File: config.mk
export PLATFORM = sky130hd
export DESIGN_NAME = periodic_task_release_scheduler
export DESIGN_NICKNAME = d
export VERILOG_FILES = /design/src/ptrs_pkg.sv /design/src/ptrs_table.sv /design/src/periodic_task_release_scheduler.sv
export SDC_FILE = /design/constraint.sdc
export NUM_CORES = 1
export LEC_CHECK = 0
export ABC_AREA = 1
export BUFFER_PORTS_ARGS = -buffer_cell sky130_fd_sc_hd__buf_2
export CORE_MARGIN = 2
export CORE_UTILIZATION = 25
export CTS_BUF_LIST = sky130_fd_sc_hd__clkbuf_2 sky130_fd_sc_hd__clkbuf_4 sky130_fd_sc_hd__clkbuf_8
export DETAILED_ROUTE_END_ITERATION = 8
export PLACE_DENSITY = 0.49
export SETUP_SLACK_MARGIN = 0.02
export SYNTH_ARGS = -nofsm -noshare
export SYNTH_HDL_FRONTEND = slang
export SYNTH_HIERARCHICAL = 1
export SYNTH_SLANG_ARGS = --single-unit
File: constraint.sdc
create_clock -name clock -period 5.4 [get_ports clock]
set_input_delay 0.81 -clock clock [delete_from_list [all_inputs] [get_ports clock]]
set_output_delay 0.81 -clock clock [all_outputs]
set_load 0.01 [all_outputs]
File: src/ptrs_pkg.sv
// Shared types and constants for the periodic task release scheduler.
// No dependencies; imported by ptrs_table, periodic_task_release_scheduler and the testbench files.
package ptrs_pkg;

   localparam int TASK_COUNT_DEF = 8;
   localparam int MAX_RELEASES   = 8;
   localparam int REL_CNT_W      = 4;
   localparam int TICK_W         = 32;
   localparam int KIND_W         = 2;
   localparam int TASK_ID_W      = 3;

   typedef enum logic [KIND_W-1:0] {
      KIND_TICK    = 2'd0,
      KIND_LOAD    = 2'd1,
      KIND_SUSPEND = 2'd2
   } req_kind_type;

   typedef struct packed {
      logic [TICK_W-1:0] remaining_ticks;
      logic [TICK_W-1:0] period_ticks;
      logic              has_handler;
      logic              running;
   } task_entry_type;

endpackage

File: src/ptrs_table.sv
// Task table: one synchronous memory of task entries with a registered read port.
// Per-entry valid bits make unwritten entries read as all zero. Uses ptrs_pkg.
module ptrs_table
   import ptrs_pkg::*;
#(
   parameter int TASK_COUNT = TASK_COUNT_DEF,
   parameter int AW         = (TASK_COUNT > 1) ? $clog2(TASK_COUNT) : 1
) (
   input  logic           clock,
   input  logic           reset,
   input  logic           rd_en,
   input  logic [AW-1:0]  rd_addr,
   output task_entry_type rd_entry,
   input  logic           wr_en,
   input  logic [AW-1:0]  wr_addr,
   input  task_entry_type wr_entry
);

   task_entry_type            mem [TASK_COUNT];
   logic [TASK_COUNT-1:0]     ent_vld_ff;
   task_entry_type            rd_data_ff;
   logic                      rd_vld_ff;

   always_ff @(posedge clock) begin
      if (wr_en) begin
         mem[wr_addr] <= wr_entry;
      end
      if (rd_en) begin
         rd_data_ff <= mem[rd_addr];
      end
   end

   always_ff @(posedge clock) begin
      if (reset) begin
         ent_vld_ff <= '0;
         rd_vld_ff  <= 1'b0;
      end else begin
         if (wr_en) begin
            ent_vld_ff[wr_addr] <= 1'b1;
         end
         if (rd_en) begin
            rd_vld_ff <= ent_vld_ff[rd_addr];
         end
      end
   end

   assign rd_entry = rd_vld_ff ? rd_data_ff : '0;

   a_no_same_entry: assert property (@(posedge clock) disable iff (reset)
      (rd_en && wr_en) |-> (rd_addr != wr_addr))
      else $error("table read and write hit the same entry");

   a_write_marks_valid: assert property (@(posedge clock) disable iff (reset)
      wr_en |=> ent_vld_ff[$past(wr_addr)])
      else $error("written entry not marked valid");

endmodule

File: src/periodic_task_release_scheduler.sv
// Periodic task release scheduler, top level.
// Depends on ptrs_pkg and ptrs_table.
//
// Usage:
//   Request channel (req_*): one item per transfer. kind selects tick, load or
//   suspend. A load writes one task entry and marks it running; a suspend
//   clears the running flag. Out-of-range task ids and unused kinds are dropped.
//   Response channel (rsp_*): a tick gives one transfer per released task in
//   index order (at most eight reported), then a closing transfer with
//   rsp_tick_done set and the missing-handler flag. Loads and suspends give none.
// Timing:
//   A load writes its entry directly; a suspend reads, then writes back the entry.
//   A tick sweeps the table through its single read and single write port, one
//   entry per cycle while no release is stalled at the output, overlapping the
//   read of one entry with the update of the previous.
//   req_ready is high only between operations.
// Stall: while the output register holds an untaken release, the sweep holds
//   on the entry that wants to release next; nothing is dropped.
// Reset: synchronous; every task entry reads as zero (not running) until loaded.
module periodic_task_release_scheduler
   import ptrs_pkg::*;
#(
   parameter int TASK_COUNT = TASK_COUNT_DEF
) (
   input  logic                 clock,
   input  logic                 reset,
   input  logic                 req_valid,
   output logic                 req_ready,
   input  logic [KIND_W-1:0]    req_kind,
   input  logic [TASK_ID_W-1:0] req_task_id,
   input  logic [TICK_W-1:0]    req_period_ticks,
   input  logic [TICK_W-1:0]    req_first_delay_ticks,
   input  logic                 req_has_handler,
   output logic                 rsp_valid,
   input  logic                 rsp_ready,
   output logic                 rsp_tick_done,
   output logic [TASK_ID_W-1:0] rsp_released_task,
   output logic                 rsp_missing_handler_error
);

   localparam int AW    = (TASK_COUNT > 1) ? $clog2(TASK_COUNT) : 1;
   localparam int CNT_W = AW + 1;

   typedef enum logic [1:0] {
      ST_IDLE,
      ST_SUSP,
      ST_SWEEP,
      ST_CLOSE
   } state_type;

   state_type              state_ff, state_in;
   logic [CNT_W-1:0]       rd_idx_ff, rd_idx_in;
   logic [AW-1:0]          proc_idx_ff, proc_idx_in;
   logic                   proc_valid_ff, proc_valid_in;
   logic [REL_CNT_W-1:0]   rel_cnt_ff, rel_cnt_in;
   logic                   err_ff, err_in;
   logic                   rsp_valid_ff, rsp_valid_in;
   logic                   rsp_done_ff, rsp_done_in;
   logic [TASK_ID_W-1:0]   rsp_task_ff, rsp_task_in;
   logic                   rsp_err_ff, rsp_err_in;

   logic                   rd_en, wr_en;
   logic [AW-1:0]          rd_addr, wr_addr, req_addr;
   task_entry_type         rd_entry, wr_entry, proc_next, load_entry;
   logic                   req_in_range, out_free, issue;
   logic                   hit, release_now, rel_emit, miss, stall;
   logic [TICK_W-1:0]      base_ticks;

   ptrs_table #(
      .TASK_COUNT (TASK_COUNT),
      .AW         (AW)
   ) u_table (
      .clock    (clock),
      .reset    (reset),
      .rd_en    (rd_en),
      .rd_addr  (rd_addr),
      .rd_entry (rd_entry),
      .wr_en    (wr_en),
      .wr_addr  (wr_addr),
      .wr_entry (wr_entry)
   );

   assign req_ready    = (state_ff == ST_IDLE);
   assign req_addr     = AW'(req_task_id);
   assign req_in_range = (32'(req_task_id) < TASK_COUNT);
   assign out_free     = !rsp_valid_ff || rsp_ready;
   assign issue        = (rd_idx_ff < CNT_W'(TASK_COUNT));

   assign hit         = (rd_entry.remaining_ticks == '0) && rd_entry.running;
   assign release_now = hit && rd_entry.has_handler;
   assign miss        = hit && !rd_entry.has_handler;
   assign rel_emit    = release_now && (rel_cnt_ff < REL_CNT_W'(MAX_RELEASES));
   assign stall       = proc_valid_ff && rel_emit && !out_free;
   assign base_ticks  = release_now ? rd_entry.period_ticks : rd_entry.remaining_ticks;

   always_comb begin
      proc_next                 = rd_entry;
      proc_next.remaining_ticks = base_ticks - TICK_W'(1);
      load_entry.remaining_ticks = req_first_delay_ticks;
      load_entry.period_ticks    = req_period_ticks;
      load_entry.has_handler     = req_has_handler;
      load_entry.running         = 1'b1;
   end

   always_comb begin
      state_in      = state_ff;
      rd_idx_in     = rd_idx_ff;
      proc_idx_in   = proc_idx_ff;
      proc_valid_in = proc_valid_ff;
      rel_cnt_in    = rel_cnt_ff;
      err_in        = err_ff;
      rsp_valid_in  = rsp_valid_ff && !rsp_ready;
      rsp_done_in   = rsp_done_ff;
      rsp_task_in   = rsp_task_ff;
      rsp_err_in    = rsp_err_ff;
      rd_en         = 1'b0;
      rd_addr       = rd_idx_ff[AW-1:0];
      wr_en         = 1'b0;
      wr_addr       = proc_idx_ff;
      wr_entry      = proc_next;

      unique case (state_ff)
         ST_IDLE: begin
            if (req_valid) begin
               unique case (req_kind)
                  KIND_LOAD: begin
                     if (req_in_range) begin
                        wr_en    = 1'b1;
                        wr_addr  = req_addr;
                        wr_entry = load_entry;
                     end
                  end
                  KIND_SUSPEND: begin
                     if (req_in_range) begin
                        rd_en       = 1'b1;
                        rd_addr     = req_addr;
                        proc_idx_in = req_addr;
                        state_in    = ST_SUSP;
                     end
                  end
                  KIND_TICK: begin
                     rd_idx_in     = '0;
                     rel_cnt_in    = '0;
                     err_in        = 1'b0;
                     proc_valid_in = 1'b0;
                     state_in      = ST_SWEEP;
                  end
                  default: begin
                  end
               endcase
            end
         end
         ST_SUSP: begin
            wr_en            = 1'b1;
            wr_entry         = rd_entry;
            wr_entry.running = 1'b0;
            state_in         = ST_IDLE;
         end
         ST_SWEEP: begin
            if (!stall) begin
               if (issue) begin
                  rd_en         = 1'b1;
                  proc_idx_in   = rd_idx_ff[AW-1:0];
                  rd_idx_in     = rd_idx_ff + CNT_W'(1);
                  proc_valid_in = 1'b1;
               end else begin
                  proc_valid_in = 1'b0;
               end
               if (proc_valid_ff) begin
                  wr_en = 1'b1;
                  if (rel_emit) begin
                     rsp_valid_in = 1'b1;
                     rsp_done_in  = 1'b0;
                     rsp_task_in  = TASK_ID_W'(proc_idx_ff);
                     rsp_err_in   = 1'b0;
                     rel_cnt_in   = rel_cnt_ff + REL_CNT_W'(1);
                  end
                  if (miss) begin
                     err_in = 1'b1;
                  end
               end
               if (!issue && !proc_valid_ff) begin
                  state_in = ST_CLOSE;
               end
            end
         end
         ST_CLOSE: begin
            if (out_free) begin
               rsp_valid_in = 1'b1;
               rsp_done_in  = 1'b1;
               rsp_task_in  = '0;
               rsp_err_in   = err_ff;
               state_in     = ST_IDLE;
            end
         end
         default: begin
            state_in = ST_IDLE;
         end
      endcase
   end

   always_ff @(posedge clock) begin
      if (reset) begin
         state_ff      <= ST_IDLE;
         rd_idx_ff     <= '0;
         proc_valid_ff <= 1'b0;
         rel_cnt_ff    <= '0;
         err_ff        <= 1'b0;
         rsp_valid_ff  <= 1'b0;
      end else begin
         state_ff      <= state_in;
         rd_idx_ff     <= rd_idx_in;
         proc_valid_ff <= proc_valid_in;
         rel_cnt_ff    <= rel_cnt_in;
         err_ff        <= err_in;
         rsp_valid_ff  <= rsp_valid_in;
      end
      proc_idx_ff <= proc_idx_in;
      rsp_done_ff <= rsp_done_in;
      rsp_task_ff <= rsp_task_in;
      rsp_err_ff  <= rsp_err_in;
   end

   assign rsp_valid                 = rsp_valid_ff;
   assign rsp_tick_done             = rsp_done_ff;
   assign rsp_released_task         = rsp_task_ff;
   assign rsp_missing_handler_error = rsp_err_ff;

   a_release_cap: assert property (@(posedge clock) disable iff (reset)
      rel_cnt_ff <= REL_CNT_W'(MAX_RELEASES))
      else $error("release count above limit");

   a_stall_holds: assert property (@(posedge clock) disable iff (reset)
      stall |=> (proc_valid_ff && $stable(proc_idx_ff) && $stable(rd_idx_ff)))
      else $error("sweep moved on during output stall");

   a_release_no_err: assert property (@(posedge clock) disable iff (reset)
      (rsp_valid_ff && !rsp_done_ff) |-> !rsp_err_ff)
      else $error("release transfer carries error flag");

   a_idle_no_work: assert property (@(posedge clock) disable iff (reset)
      req_ready |-> (!proc_valid_ff && !stall))
      else $error("request accepted with sweep in flight");

endmodule

==> results.ini <==
[global_route]
grt_usage = 0.147
grt_pass1_wl_um = 123000
grt_pass1_vias = 18600
antenna_found_initial = 5
gr-total-overflow = 0
grt_max_degree = 171

[power_and_ir_drop]
power_frac_seq = 0.423
pwr-share-comb = 0.342
p_leak_uw = 0.0118
pwr-share-clk = 0.235
peakVddDrop_mv = 0.426
pwr_density_cell_mw_per_mm2 = 555
power.switching_uw = 6750
p_sw_frac = 0.386
internal_power_uw = 10700

[critical_path]
r2r_cells = 13
r2r_start = u_table/rd_vld_ff$_SDFFE_PP0P_
cp-end-kind = register
path_class = reg -> reg
cp.arrival_ps = 5040
critPathMaxFanout = 46
cp_slowest_cell = dfxtp_2
r2r_slack_ps = 780
slowest_delay_ps = 960
cp-start-kind = register
crit_required_ps = 5820
r2r-end = u_table/mem[2][46]$_DFFE_PP_
worstPathCellList = buf_4 -> nand2_1 -> inv_2 -> buf_4 -> nand3_2 -> inv_2 -> a21oi_1 -> ha_1 -> nand3_1 -> nor2_4 -> nand2_2 -> nor4_1 -> o21bai_1

[flow_run]
maxCapViolations = 0

[timing]
fmaxAchievable_mhz = 216
setup_tns_ps = 0
slew_headroom = 0.209
period_needed_ps = 4620
finalSetupViolations = 0
rsz0062_at_grt = false
fin_worst_skew_ps = 33.5
fin_crit_sh = 0.856
final_max_slew_viol_count = 0
hold-worst-slack_ps = 436
worst_slew_pin_slew_ps = 1190
finalHoldViolations = 0

[synthesis]
ys_seq_area_frac = 0.672
synth-async-reset-ratio = 0
synth.avg_cell_area_um2 = 10.7
synth_warnings = 6
synth-seq-cells = 624
synth_ff_type = edfxtp_1
ys_types = 42
synthesis.area_mm2 = 0.0275
synth_cells = 2567
synth_edf_count = 602
syn_nets = 2644

[route]
via_count = 19100
drc = 0
drtPass1Iterations = 6
viasPerCell = 4.61
drt_iter0_markers = 1695
wire_per_inst_um = 20.1
finalWirelength_um = 83300
postRouteAntennaNets = 0

[floorplanning]
die-area_mm2 = 0.113
chipHeight_um = 336
num_rows = 121
initial_utilization = 0.253
die_w_um = 336
io-pin-count = 81
core_area_mm2 = 0.109

[finish]
drive_above_1_share = 0.141
area_growth_pct = 14.4
nets = 2730
layoutNonFillerInstCount = 4152

[worst_hold_path]
hp-class = in -> reg
holdPathStages = 3
hold_end = proc_idx_ff[2]$_DFFE_PP_
hp-start = req_task_id[2]

[cts]
cts-root-buf = clkbuf_8
cts_made_buffers = 102
numClockSinks = 624
cts_buffer_depth = 3
cts_hold_buffers = 0
clock_latency_ps = 730
cts_tree = done
cts_max_level = 3
clkTransAtPathRegs_ps = 60
cts_setup_buffers = 0
ctsResizeCount = 0

[place]
portBuffers = 80
place_inst = 3963
place_hpwl_um = 49500
gp_congestion = 0.921

[status]
status = completed

[Yosys cell counts, types with 16 or more instances]
library cell / n / area, um2
edfxtp_1: 602 / 18100
o21ai_0: 305 / 1530
buf_6: 16 / 180
clkbuf_1: 64 / 240
dfxtp_1: 22 / 440
o22ai_1: 132 / 826
nand2_2: 28 / 175
o21ai_1: 30 / 150
nor2_2: 17 / 106
nand2_1: 539 / 2020
buf_2: 39 / 195
a21oi_1: 18 / 90.1
nor2_1: 376 / 1410
nand3_1: 45 / 225
inv_1: 209 / 785
nand4_1: 34 / 213
[through the flow]
step                setup slack [ps]  total power (uW)  area, um2  utilization
floorplan                       21.9             11400      27500            -
global placement                 921             13500      29500        0.270
detailed placement               917             13500      29500        0.270
CTS                              881             17600      31500        0.289
global route                     523             18500      31500        0.289
finish                           776             17500      31500        0.289
[state kept, by name, summed over array words and instances, names as in the netlist, 2 cells and up]
register,count
proc_idx_ff,3
rd_idx_ff,4
rel_cnt_ff,4
rsp_released_task,3
state_ff,2
u_table/ent_vld_ff,8
u_table/mem,528
u_table/rd_data_ff,66
[power groups by stage]
stage               logic [uW]  clock network [uW]  registers (uW)
floorplan                 4060                   0            7380
global placement          5970                   0            7500
detailed placement        5980                   0            7490
finish                    5970                4120            7390
CTS                       5990                4220            7400
global route              6650                4420            7450
[metal layers]
| layer | vias up | part of all wire | track usage |
|---|---|---|---|
| met2 | 586 | 0.46 | 0.233 |
| met3 | 114 | 0.065 | 0.0296 |
| met4 | 8 | 0.022 | 0.0459 |
| met1 | 9372 | 0.46 | 0.201 |
| li1 | 9056 | - | - |
| met5 | - | 0.00054 | 0 |
[worst max-delay path by stage]
stage          cells past startpoint  slack [ps]                            to                      startpoint
6_report                          13         780  u_table/mem[2][46]$_DFFE_PP_  u_table/rd_vld_ff$_SDFFE_PP0P_
5_1_grt                           13         520  u_table/mem[2][46]$_DFFE_PP_  u_table/rd_vld_ff$_SDFFE_PP0P_
4_1_cts                           13         880  u_table/mem[3][46]$_DFFE_PP_  u_table/rd_vld_ff$_SDFFE_PP0P_
3_5_place_dp                      13         920  u_table/mem[0][46]$_DFFE_PP_  u_table/rd_vld_ff$_SDFFE_PP0P_
3_3_place_gp                      13         920  u_table/mem[3][46]$_DFFE_PP_  u_table/rd_vld_ff$_SDFFE_PP0P_
2_1_floorplan                     12          20   u_table/mem[3][0]$_DFFE_PP_                     req_kind[0]
[layout by cell type (no fill, tap or decap), drive strengths merged]
cell type	synthesis	layout
a211oi	2	2
a21o	1	1
a21oi	18	18
a221oi	1	1
a22o	1	1
a22oi	1	1
and2	1	1
buf	75	121
bufinv	0	1
clkbuf	64	152
clkinv	0	27
clkinvlp	0	3
dfxtp	22	22
diode	0	2
edfxtp	602	602
ha	3	3
inv	216	220
nand2	570	570
nand3	49	49
nand3b	4	4
nand4	44	44
nor2	406	406
nor4	1	1
o211ai	13	13
o21ai	335	335
o21bai	3	3
o221ai	2	2
o22ai	132	132
xor2	1	1
[area by class of cell]
cell class	instances	area, um2
diodes	2	5.00
clock buffers	152	1820
clock inverters	35	220
fillers	11400	77500
inverters	216	825
multi-input cells	1588	7530
flip-flops and latches	624	18500
well taps	1414	1770
repair buffers	121	833
[worst max-delay path, delay by kind of cell, from the launching register on]
family / cells / cell delay (ps)
AOI/OAI and AO/OA: 2 / 710
buffers and inverters: 4 / 1380
and+or+nand+nor: 6 / 940
DFF: 1 / 960
adders and majority gates: 1 / 270
[logic make-up after synthesis]
logic type	synth area share
adders and majority gates	0.00136
AOI/OAI and AO/OA	0.101
buffers and inverters	0.0582
DFF	0.672
and+or+nand+nor	0.167
xor gates and xnor gates	0.000318
No activity file was read; power rests on OpenSTA's default activity.
